## src/rtl/core/csd_pkg.sv

```systemverilog
`timescale 1ns / 1ps
// Package for the circular server dispatcher.
// Holds the transfer payload types, field widths and shared constants; no dependencies.
package csd_pkg;

  localparam int CFG_W           = 5;
  localparam int TIME_W          = 32;
  localparam int BUSY_W          = 33;
  localparam int CNT_W           = 32;
  localparam int SID_W           = 4;
  localparam int MASK_W          = 16;
  localparam int MAX_SERVERS_DEF = 16;
  localparam int QUEUE_DEPTH     = 2;

  localparam logic [CFG_W-1:0] NUM_SERVERS_RST = CFG_W'(16);

  typedef struct packed {
    logic [TIME_W-1:0] arrival_time;
    logic [TIME_W-1:0] duration;
    logic              is_last;
  } csd_in_t;

  typedef struct packed {
    logic              accepted;
    logic [SID_W-1:0]  server_id;
    logic              summary_valid;
    logic [MASK_W-1:0] busiest_mask;
    logic [CNT_W-1:0]  top_count;
  } csd_out_t;

  // A request as the back end sees it, with the clamped server count attached.
  typedef struct packed {
    logic [TIME_W-1:0] arrival_time;
    logic [TIME_W-1:0] duration;
    logic              is_last;
    logic [CFG_W-1:0]  n_srv;
  } csd_item_t;

endpackage

```

## src/rtl/core/csd_front.sv

```systemverilog
`timescale 1ns / 1ps
// Front end of the circular server dispatcher: configuration register and request intake.
// Depends on csd_pkg; feeds csd_queue.
module csd_front #(
  parameter int MAX_SERVERS = csd_pkg::MAX_SERVERS_DEF
) (
  input  logic                      clk_i,
  input  logic                      rst_ni,
  input  logic                      cfg_valid_i,
  output logic                      cfg_ready_o,
  input  logic [csd_pkg::CFG_W-1:0] cfg_data_i,
  input  logic                      in_valid_i,
  output logic                      in_stall_o,
  input  csd_pkg::csd_in_t          in_data_i,
  input  logic                      full_i,
  output logic                      push_o,
  output csd_pkg::csd_item_t        item_o
);
  import csd_pkg::*;

  logic [CFG_W-1:0] cfg_q;
  logic [CFG_W-1:0] n_srv;

  assign cfg_ready_o = 1'b1;

  always_ff @(posedge clk_i or negedge rst_ni) begin
    if (!rst_ni) begin
      cfg_q <= NUM_SERVERS_RST;
    end else if (cfg_valid_i && cfg_ready_o) begin
      cfg_q <= cfg_data_i;
    end
  end

  // A count of zero means one server; a count above the built size saturates.
  always_comb begin
    if (cfg_q == '0) begin
      n_srv = CFG_W'(1);
    end else if (int'(cfg_q) > MAX_SERVERS) begin
      n_srv = CFG_W'(MAX_SERVERS);
    end else begin
      n_srv = cfg_q;
    end
  end

  assign in_stall_o = full_i;
  assign push_o     = in_valid_i && !full_i;

  always_comb begin
    item_o.arrival_time = in_data_i.arrival_time;
    item_o.duration     = in_data_i.duration;
    item_o.is_last      = in_data_i.is_last;
    item_o.n_srv        = n_srv;
  end

endmodule

```

## src/rtl/core/csd_queue.sv

```systemverilog
`timescale 1ns / 1ps
// Short request queue between the front and back ends of the circular server dispatcher.
// Depends on csd_pkg for the item type and depth.
module csd_queue (
  input  logic                clk_i,
  input  logic                rst_ni,
  input  logic                push_i,
  input  csd_pkg::csd_item_t  item_i,
  output logic                full_o,
  input  logic                pop_i,
  output logic                valid_o,
  output csd_pkg::csd_item_t  item_o
);
  import csd_pkg::*;

  localparam int PW = (QUEUE_DEPTH > 1) ? $clog2(QUEUE_DEPTH) : 1;
  localparam int CW = $clog2(QUEUE_DEPTH + 1);

  csd_item_t       mem_q [QUEUE_DEPTH];
  logic [PW-1:0]   wr_ptr_q;
  logic [PW-1:0]   rd_ptr_q;
  logic [CW-1:0]   count_q;
  logic            do_push;
  logic            do_pop;

  assign full_o  = (count_q == CW'(QUEUE_DEPTH));
  assign valid_o = (count_q != '0);
  assign item_o  = mem_q[rd_ptr_q];
  assign do_push = push_i && !full_o;
  assign do_pop  = pop_i && valid_o;

  always_ff @(posedge clk_i) begin
    if (do_push) begin
      mem_q[wr_ptr_q] <= item_i;
    end
  end

  always_ff @(posedge clk_i or negedge rst_ni) begin
    if (!rst_ni) begin
      wr_ptr_q <= '0;
      rd_ptr_q <= '0;
      count_q  <= '0;
    end else begin
      if (do_push) begin
        wr_ptr_q <= (wr_ptr_q == PW'(QUEUE_DEPTH - 1)) ? '0 : wr_ptr_q + PW'(1);
      end
      if (do_pop) begin
        rd_ptr_q <= (rd_ptr_q == PW'(QUEUE_DEPTH - 1)) ? '0 : rd_ptr_q + PW'(1);
      end
      if (do_push && !do_pop) begin
        count_q <= count_q + CW'(1);
      end else if (do_pop && !do_push) begin
        count_q <= count_q - CW'(1);
      end
    end
  end

endmodule

```

## src/rtl/core/csd_back.sv

```systemverilog
`timescale 1ns / 1ps
// Back end of the circular server dispatcher: server state memories, the free-server scan,
// the busiest-server summary and the output register. Depends on csd_pkg.
module csd_back #(
  parameter int MAX_SERVERS = csd_pkg::MAX_SERVERS_DEF
) (
  input  logic                clk_i,
  input  logic                rst_ni,
  input  logic                q_valid_i,
  input  csd_pkg::csd_item_t  q_item_i,
  output logic                q_pop_o,
  output logic                out_valid_o,
  input  logic                out_stall_i,
  output csd_pkg::csd_out_t   out_data_o
);
  import csd_pkg::*;

  localparam int SW = (MAX_SERVERS > 1) ? $clog2(MAX_SERVERS) : 1;

  typedef enum logic [3:0] {
    ST_IDLE = 4'b0001,
    ST_SCAN = 4'b0010,
    ST_SUM  = 4'b0100,
    ST_DONE = 4'b1000
  } state_e;

  state_e             state_q;
  csd_item_t          item_q;
  logic [CFG_W-1:0]   ptr_q;
  logic [CFG_W-1:0]   base_q;
  logic [CFG_W-1:0]   iss_idx_q;
  logic [CFG_W-1:0]   iss_cnt_q;
  logic [CFG_W-1:0]   chk_cnt_q;
  logic               inf_q;
  logic [CFG_W-1:0]   inf_idx_q;
  logic               acc_q;
  logic [SID_W-1:0]   sid_q;
  logic               sumv_q;
  logic [MASK_W-1:0]  mask_q;
  logic [CNT_W-1:0]   top_q;
  csd_out_t           out_q;
  logic               out_valid_q;

  logic [BUSY_W-1:0]      busy_mem [MAX_SERVERS];
  logic [CNT_W-1:0]       cnt_mem  [MAX_SERVERS];
  logic [MAX_SERVERS-1:0] vld_q;
  logic [BUSY_W-1:0]      busy_rd_q;
  logic [CNT_W-1:0]       cnt_rd_q;
  logic                   rd_vld_q;

  logic [BUSY_W-1:0]  busy_eff;
  logic [CNT_W-1:0]   cnt_eff;
  logic [CNT_W-1:0]   cnt_inc;
  logic [BUSY_W-1:0]  busy_new;
  logic [CFG_W-1:0]   ptr0;
  logic [CFG_W-1:0]   ptr_next;
  logic [CFG_W-1:0]   iss_next;
  logic               hit;
  logic               last_chk;
  logic               scan_end;
  logic               rd_en;
  logic               we;
  logic               clr;
  logic               out_free;
  logic [MASK_W-1:0]  bit_sel;
  logic [MASK_W-1:0]  mask_nx;
  logic [CNT_W-1:0]   top_nx;

  assign busy_eff = rd_vld_q ? busy_rd_q : '0;
  assign cnt_eff  = rd_vld_q ? cnt_rd_q : '0;
  assign cnt_inc  = (cnt_eff == '1) ? cnt_eff : cnt_eff + CNT_W'(1);
  assign busy_new = {1'b0, item_q.arrival_time} + {1'b0, item_q.duration};
  assign ptr0     = (ptr_q >= q_item_i.n_srv) ? '0 : ptr_q;
  assign ptr_next = (base_q + CFG_W'(1) == item_q.n_srv) ? '0 : base_q + CFG_W'(1);
  assign last_chk = (chk_cnt_q == item_q.n_srv - CFG_W'(1));
  assign hit      = inf_q && (busy_eff <= {1'b0, item_q.arrival_time});
  assign scan_end = inf_q && (hit || last_chk);
  assign out_free = !out_valid_q || !out_stall_i;
  assign q_pop_o  = (state_q == ST_IDLE) && q_valid_i;
  assign we       = (state_q == ST_SCAN) && hit;
  assign clr      = (state_q == ST_SUM) && inf_q && last_chk;
  assign bit_sel  = MASK_W'(1) << inf_idx_q;

  always_comb begin
    rd_en    = 1'b0;
    iss_next = iss_idx_q + CFG_W'(1);
    unique case (state_q)
      ST_SCAN: begin
        rd_en = !scan_end && (iss_cnt_q < item_q.n_srv);
        if (iss_next == item_q.n_srv) begin
          iss_next = '0;
        end
      end
      ST_SUM: begin
        rd_en = !(inf_q && last_chk) && (iss_cnt_q < item_q.n_srv);
      end
      default: begin
        rd_en = 1'b0;
      end
    endcase
  end

  always_comb begin
    top_nx  = top_q;
    mask_nx = mask_q;
    if (inf_q) begin
      if (cnt_eff > top_q) begin
        top_nx  = cnt_eff;
        mask_nx = bit_sel;
      end else if (cnt_eff == top_q) begin
        mask_nx = mask_q | bit_sel;
      end
    end
  end

  always_ff @(posedge clk_i) begin
    if (we) begin
      busy_mem[SW'(inf_idx_q)] <= busy_new;
      cnt_mem[SW'(inf_idx_q)]  <= cnt_inc;
    end
    if (rd_en) begin
      busy_rd_q <= busy_mem[SW'(iss_idx_q)];
      cnt_rd_q  <= cnt_mem[SW'(iss_idx_q)];
      rd_vld_q  <= vld_q[SW'(iss_idx_q)];
    end
  end

  always_ff @(posedge clk_i or negedge rst_ni) begin
    if (!rst_ni) begin
      vld_q <= '0;
    end else if (clr) begin
      vld_q <= '0;
    end else if (we) begin
      vld_q[SW'(inf_idx_q)] <= 1'b1;
    end
  end

  always_ff @(posedge clk_i) begin
    unique case (state_q)
      ST_IDLE: begin
        if (q_valid_i) begin
          item_q    <= q_item_i;
          base_q    <= ptr0;
          iss_idx_q <= ptr0;
          iss_cnt_q <= '0;
          chk_cnt_q <= '0;
          acc_q     <= 1'b0;
          sid_q     <= '0;
          sumv_q    <= 1'b0;
          mask_q    <= '0;
          top_q     <= '0;
        end
      end
      ST_SCAN: begin
        if (scan_end) begin
          if (hit) begin
            acc_q <= 1'b1;
            sid_q <= SID_W'(inf_idx_q);
          end
          iss_idx_q <= '0;
          iss_cnt_q <= '0;
          chk_cnt_q <= '0;
        end else begin
          if (inf_q) begin
            chk_cnt_q <= chk_cnt_q + CFG_W'(1);
          end
          if (rd_en) begin
            inf_idx_q <= iss_idx_q;
            iss_idx_q <= iss_next;
            iss_cnt_q <= iss_cnt_q + CFG_W'(1);
          end
        end
      end
      ST_SUM: begin
        top_q  <= top_nx;
        mask_q <= mask_nx;
        if (clr) begin
          sumv_q <= 1'b1;
        end else begin
          if (inf_q) begin
            chk_cnt_q <= chk_cnt_q + CFG_W'(1);
          end
          if (rd_en) begin
            inf_idx_q <= iss_idx_q;
            iss_idx_q <= iss_next;
            iss_cnt_q <= iss_cnt_q + CFG_W'(1);
          end
        end
      end
      ST_DONE: begin
        if (out_free) begin
          out_q.accepted      <= acc_q;
          out_q.server_id     <= sid_q;
          out_q.summary_valid <= sumv_q;
          out_q.busiest_mask  <= mask_q;
          out_q.top_count     <= top_q;
        end
      end
      default: begin
      end
    endcase
  end

  always_ff @(posedge clk_i or negedge rst_ni) begin
    if (!rst_ni) begin
      state_q     <= ST_IDLE;
      ptr_q       <= '0;
      inf_q       <= 1'b0;
      out_valid_q <= 1'b0;
    end else begin
      if ((state_q == ST_DONE) && out_free) begin
        out_valid_q <= 1'b1;
      end else if (out_valid_q && !out_stall_i) begin
        out_valid_q <= 1'b0;
      end
      unique case (state_q)
        ST_IDLE: begin
          inf_q <= 1'b0;
          if (q_valid_i) begin
            state_q <= ST_SCAN;
          end
        end
        ST_SCAN: begin
          if (scan_end) begin
            inf_q <= 1'b0;
            ptr_q <= ptr_next;
            state_q <= item_q.is_last ? ST_SUM : ST_DONE;
          end else begin
            inf_q <= rd_en;
          end
        end
        ST_SUM: begin
          if (clr) begin
            inf_q   <= 1'b0;
            ptr_q   <= '0;
            state_q <= ST_DONE;
          end else begin
            inf_q <= rd_en;
          end
        end
        ST_DONE: begin
          if (out_free) begin
            state_q <= ST_IDLE;
          end
        end
        default: begin
          state_q <= ST_IDLE;
        end
      endcase
    end
  end

  assign out_valid_o = out_valid_q;
  assign out_data_o  = out_q;

endmodule

```

## src/rtl/core/circular_server_dispatcher.sv

```systemverilog
`timescale 1ns / 1ps
// Circular server dispatcher: assigns each request to the first free server on a ring,
// counts served requests per server and reports the busiest servers at the end of a batch.
// The input channel carries csd_in_t with valid and stall; the output channel carries
// csd_out_t with valid and stall. The configuration channel writes the server count,
// with valid and ready; it is always ready, and a write applies to requests transferred
// after it, so the user must write it only while no request is in flight; the block does
// not enforce this. Every request gives exactly one result transfer, in request order.
// From leaving the queue to its result register being loaded, a request goes through a
// scan of the server state memories over at most n entries, n being the server count in
// use, one entry per cycle; the scan stops at the first free server. The back end goes
// back to idle after loading the result before it takes the next request. A request
// marked last adds a summary pass over the served counts, after which all server state
// is cleared.
// A two-entry queue lets the input side keep transferring while the back end works.
// Reset clears all server state, the start pointer and the queue, and sets the server
// count to 16. While the receiver stalls, the result register holds its transfer, the
// back end waits with the next finished result, and the input stalls once the queue fills.
module circular_server_dispatcher #(
  parameter int MAX_SERVERS = csd_pkg::MAX_SERVERS_DEF
) (
  input  logic                      clk_i,
  input  logic                      rst_ni,
  input  logic                      cfg_valid_i,
  output logic                      cfg_ready_o,
  input  logic [csd_pkg::CFG_W-1:0] cfg_data_i,
  input  logic                      in_valid_i,
  output logic                      in_stall_o,
  input  csd_pkg::csd_in_t          in_data_i,
  output logic                      out_valid_o,
  input  logic                      out_stall_i,
  output csd_pkg::csd_out_t         out_data_o
);
  import csd_pkg::*;

  logic      push;
  logic      full;
  logic      pop;
  logic      q_valid;
  csd_item_t push_item;
  csd_item_t q_item;

  csd_front #(
    .MAX_SERVERS(MAX_SERVERS)
  ) u_front (
    .clk_i      (clk_i),
    .rst_ni     (rst_ni),
    .cfg_valid_i(cfg_valid_i),
    .cfg_ready_o(cfg_ready_o),
    .cfg_data_i (cfg_data_i),
    .in_valid_i (in_valid_i),
    .in_stall_o (in_stall_o),
    .in_data_i  (in_data_i),
    .full_i     (full),
    .push_o     (push),
    .item_o     (push_item)
  );

  csd_queue u_queue (
    .clk_i  (clk_i),
    .rst_ni (rst_ni),
    .push_i (push),
    .item_i (push_item),
    .full_o (full),
    .pop_i  (pop),
    .valid_o(q_valid),
    .item_o (q_item)
  );

  csd_back #(
    .MAX_SERVERS(MAX_SERVERS)
  ) u_back (
    .clk_i      (clk_i),
    .rst_ni     (rst_ni),
    .q_valid_i  (q_valid),
    .q_item_i   (q_item),
    .q_pop_o    (pop),
    .out_valid_o(out_valid_o),
    .out_stall_i(out_stall_i),
    .out_data_o (out_data_o)
  );

endmodule
```

## config.mk

```make
export PLATFORM = sky130hd
export DESIGN_NAME = circular_server_dispatcher
export DESIGN_NICKNAME = d
export VERILOG_FILES = /design/src/rtl/core/csd_pkg.sv /design/src/rtl/core/csd_front.sv /design/src/rtl/core/csd_queue.sv /design/src/rtl/core/csd_back.sv /design/src/rtl/core/circular_server_dispatcher.sv
export SDC_FILE = /design/constraint.sdc
export NUM_CORES = 2
export LEC_CHECK = 0
export BUFFER_PORTS_ARGS = -buffer_cell sky130_fd_sc_hd__buf_2
export CAP_MARGIN = 20
export CORE_UTILIZATION = 23
export CTS_CLUSTER_SIZE = 24
export DETAILED_ROUTE_END_ITERATION = 6
export PLACE_DENSITY = 0.45
export SLEW_MARGIN = 20
export SYNTH_ARGS = -nofsm -noshare
export SYNTH_HDL_FRONTEND = slang
export SYNTH_SLANG_ARGS = --single-unit
```

## constraint.sdc

```tcl
create_clock -name clk_i -period 28.1 [get_ports clk_i]
set_input_delay 1.405 -clock clk_i [delete_from_list [all_inputs] [get_ports clk_i]]
set_output_delay 1.405 -clock clk_i [all_outputs]
set_load 0.05 [all_outputs]
```

==> impl_metrics.json <==
{
  "status": "finished, final reports clean",
  "cp-end-kind": "register",
  "start_util": 0.2317,
  "wl_per_cell_um": 21.89,
  "grt_max_degree": 121,
  "overflow": 0,
  "seq_area_frac_synth": 0.7448,
  "vias": 28940,
  "worst_slack_ps": 21640,
  "clk_latency_ps": 810,
  "drt_iter0_markers": 2244,
  "nets": 3485,
  "row_count": 186,
  "fin_area_mm2": 0.07040,
  "cts.path.max_buffers": 3,
  "final_hold_viol_count": 0,
  "power_density_mw_per_mm2": 115.2,
  "drv_cap": 0,
  "final-instance-count-excl-fill": 6811,
  "rsz0062_at_grt": "no",
  "critPathTopFamily": "compound AO/OA/AOI/OAI gates",
  "ys.flop_type": "edfxtp_1",
  "syn_inst": 3022,
  "fp.dieW_um": 511.2,
  "worst_slew_pin_slew_ps": 1150,
  "synth_warnings": 0,
  "critPathLaunchType": "register",
  "hold_end": "u_back.out_data_o[53]",
  "ys_ff_latch": 1485,
  "gp_congestion": 0.7467,
  "syn_avg_cell_area_um2": 19.73,
  "grt_first_pass_wirelength_mm": 219.9,
  "syn_area_mm2": 0.05964,
  "io_pins": 132,
  "crit_path_top_delay_cell": "nor2_4",
  "leakage_nw": 22.98,
  "clk_pin_slew_worst_paths_ps": 60,
  "crit_chain": "and2_1 -> ha_1 -> a21oi_1 -> o21ai_0 -> a2111oi_0 -> o21ai_0 -> o31ai_2 -> nand4_1 -> nor2_4 -> buf_4",
  "min-delay-start": "u_back.acc_q",
  "dp.cells": 6514,
  "slew_violations": 0,
  "fin_crit_sh": 0.2300,
  "path_buf_inv": 1,
  "numCtsBuffers": 162,
  "drive_above_1_share": 0.2694,
  "worstSetupPathType": "register to register",
  "die_h_um": 511.2,
  "r2r_cells": 10,
  "finClkSkew_ps": 43.91,
  "timing.fmax_mhz": 154.7,
  "r2r-end": "u_back.busy_mem[9][26]",
  "drc_errors": 0,
  "cts_max_level": 4,
  "pre_cts_slack_ps": 21300,
  "area_growth_pct": 18.05,
  "die_area_mm2": 0.2613,
  "timing.rr.start": "u_back.rd_vld_q",
  "dp_hpwl_mm": 91.28,
  "power_mw": 8.112,
  "final_common_cell": "edfxtp_1",
  "synth_edf_count": 1449,
  "final_antenna_net_count": 0,
  "grtUsageTotal": 0.1138,
  "port_buffers": 130,
  "utilization": 0.2735,
  "drtPass1Iterations": 5,
  "post_dp_cell_area_mm2": 0.06507,
  "irDropWorstVdd_mv": 0.06770,
  "cts_tree": "built",
  "hp-class": "register to register",
  "ys_types": 70,
  "rrSetupSlack_ps": 21640,
  "postCtsSetupBuffers": 0,
  "cts_hold_buf": 0,
  "clockRootBuffer": "clkbuf_16",
  "arrival_ps": 6880,
  "fin_setup_tns_ps": 0,
  "slew_headroom": 0.2260,
  "antenna_found_initial": 7,
  "fin_crit_ps": 6464,
  "cts.sinks": 1485,
  "whs_ps": 420.4,
  "grt_pass1_vias": 30800,
  "crit_required_ps": 28510,
  "worstPathMaxFanout": 45,
  "vias_per_cell": 4.249,
  "core_mm2": 0.2574,
  "crit_top_cell": "o21ai_0",
  "synthArstFlopShare": 0.02424,
  "post_cts_resized": 0,
  "hold_depth": 0,
  "critPathMaxStageDelay_ps": 930,
  "syn-num-nets": 3210,
  "setup_viol": 0,
  "postRouteWirelength_mm": 149.1,
  "final_cell_mix": "edfxtp_1, mux4_2, clkbuf_16"
}
[Yosys cell counts (6+ instances only)]
cell type | count | area [µm²]
a21o_1 | 27 | 202.7
a21oi_1 | 62 | 310.3
a32o_1 | 9 | 90.09
and2_1 | 59 | 369.1
and3_1 | 11 | 68.82
buf_1 | 33 | 123.9
clkbuf_1 | 82 | 307.8
dfrtp_1 | 34 | 850.8
edfxtp_1 | 1449 | 43510
ha_1 | 112 | 1401
inv_1 | 122 | 457.9
mux2_2 | 76 | 855.8
mux2i_1 | 6 | 60.06
mux4_2 | 330 | 7432
nand2_1 | 96 | 360.4
nand2b_1 | 16 | 100.1
nand3_1 | 34 | 170.2
nand4_1 | 35 | 219.0
nor2_1 | 118 | 442.9
nor2b_1 | 21 | 131.4
nor3_1 | 19 | 95.09
nor4_1 | 15 | 93.84
o21a_1 | 14 | 105.1
o21ai_0 | 58 | 290.3
o31ai_1 | 6 | 45.04
xnor2_1 | 67 | 586.8
xor2_1 | 17 | 148.9
[worst max path at each step]
| stage | start | end | slack [ps] | depth (start not counted) |
|---|---|---|---|---|
| CTS | u_back.rd_vld_q | u_back.busy_mem[10][7] | 21250 | 10 |
| global placement | u_back.rd_vld_q | u_back.busy_mem[10][9] | 21400 | 10 |
| floorplan | u_back.rd_vld_q | u_back.busy_mem[12][0] | 18320 | 13 |
| finish | u_back.rd_vld_q | u_back.busy_mem[9][26] | 21640 | 10 |
| global route | u_back.rd_vld_q | u_back.busy_mem[10][6] | 21040 | 10 |
| detailed placement | u_back.rd_vld_q | u_back.busy_mem[10][10] | 21300 | 10 |
[power by group]
group	internal [mW]	leakage [nW]	switching, mW	total (mW)
registers	3.28	13.7	0.153	3.43
logic	0.956	6.72	1.62	2.58
clock network	1.22	2.56	0.887	2.10
[sequential cells by signal, indices dropped and copies added, names as in the netlist, 2 cells and up]
name / flops
u_back.cnt_rd_q: 32
u_back.iss_idx_q: 5
u_front.cfg_q: 5
u_queue.count_q: 2
u_back.busy_rd_q: 33
u_back.vld_q: 16
u_back.cnt_mem: 512
u_back.sid_q: 4
u_back.iss_cnt_q: 5
u_back.busy_mem: 528
u_back.item_q: 70
u_back.inf_idx_q: 5
u_back.top_q: 32
u_back.ptr_q: 5
u_back.out_data_o: 54
u_back.base_q: 5
u_back.mask_q: 16
u_back.chk_cnt_q: 5
u_back.state_q: 4
u_queue.mem_q: 140
[routing by layer]
metal,vias to the layer above,global-route usage,share of wire,routed length [µm]
met5,-,0,0,0
met3,172,0.01679,0.035,5212
met4,0,0.02973,0.016,2382
met2,567,0.1904,0.49,73490
met1,15433,0.1536,0.46,68040
li1,12768,-,-,-
[final cells by class]
type                    count  area [µm²]
repair buffers            231        1459
clock inverters            94       974.7
clock buffers             199        4278
well taps                3384        4234
flip-flops and latches   1485       44420
multi-input cells        1293       14570
inverters                 124       466.7
fillers                 25663      187000
diodes                      1       2.502
[cells by family (layout without fill, tap and decap cells)]
group,Yosys count,after routing,synth area share
fa+ha+maj,113,113,0.02383
buf+inv,244,648,0.01561
compound gates,230,230,0.02505
mux,412,412,0.1400
flops,1485,1485,0.7448
xor+xnor,85,85,0.01261
simple gates,452,452,0.03808
other cells,1,2,0.00006288
No activity file was read; power rests on OpenSTA's default activity.
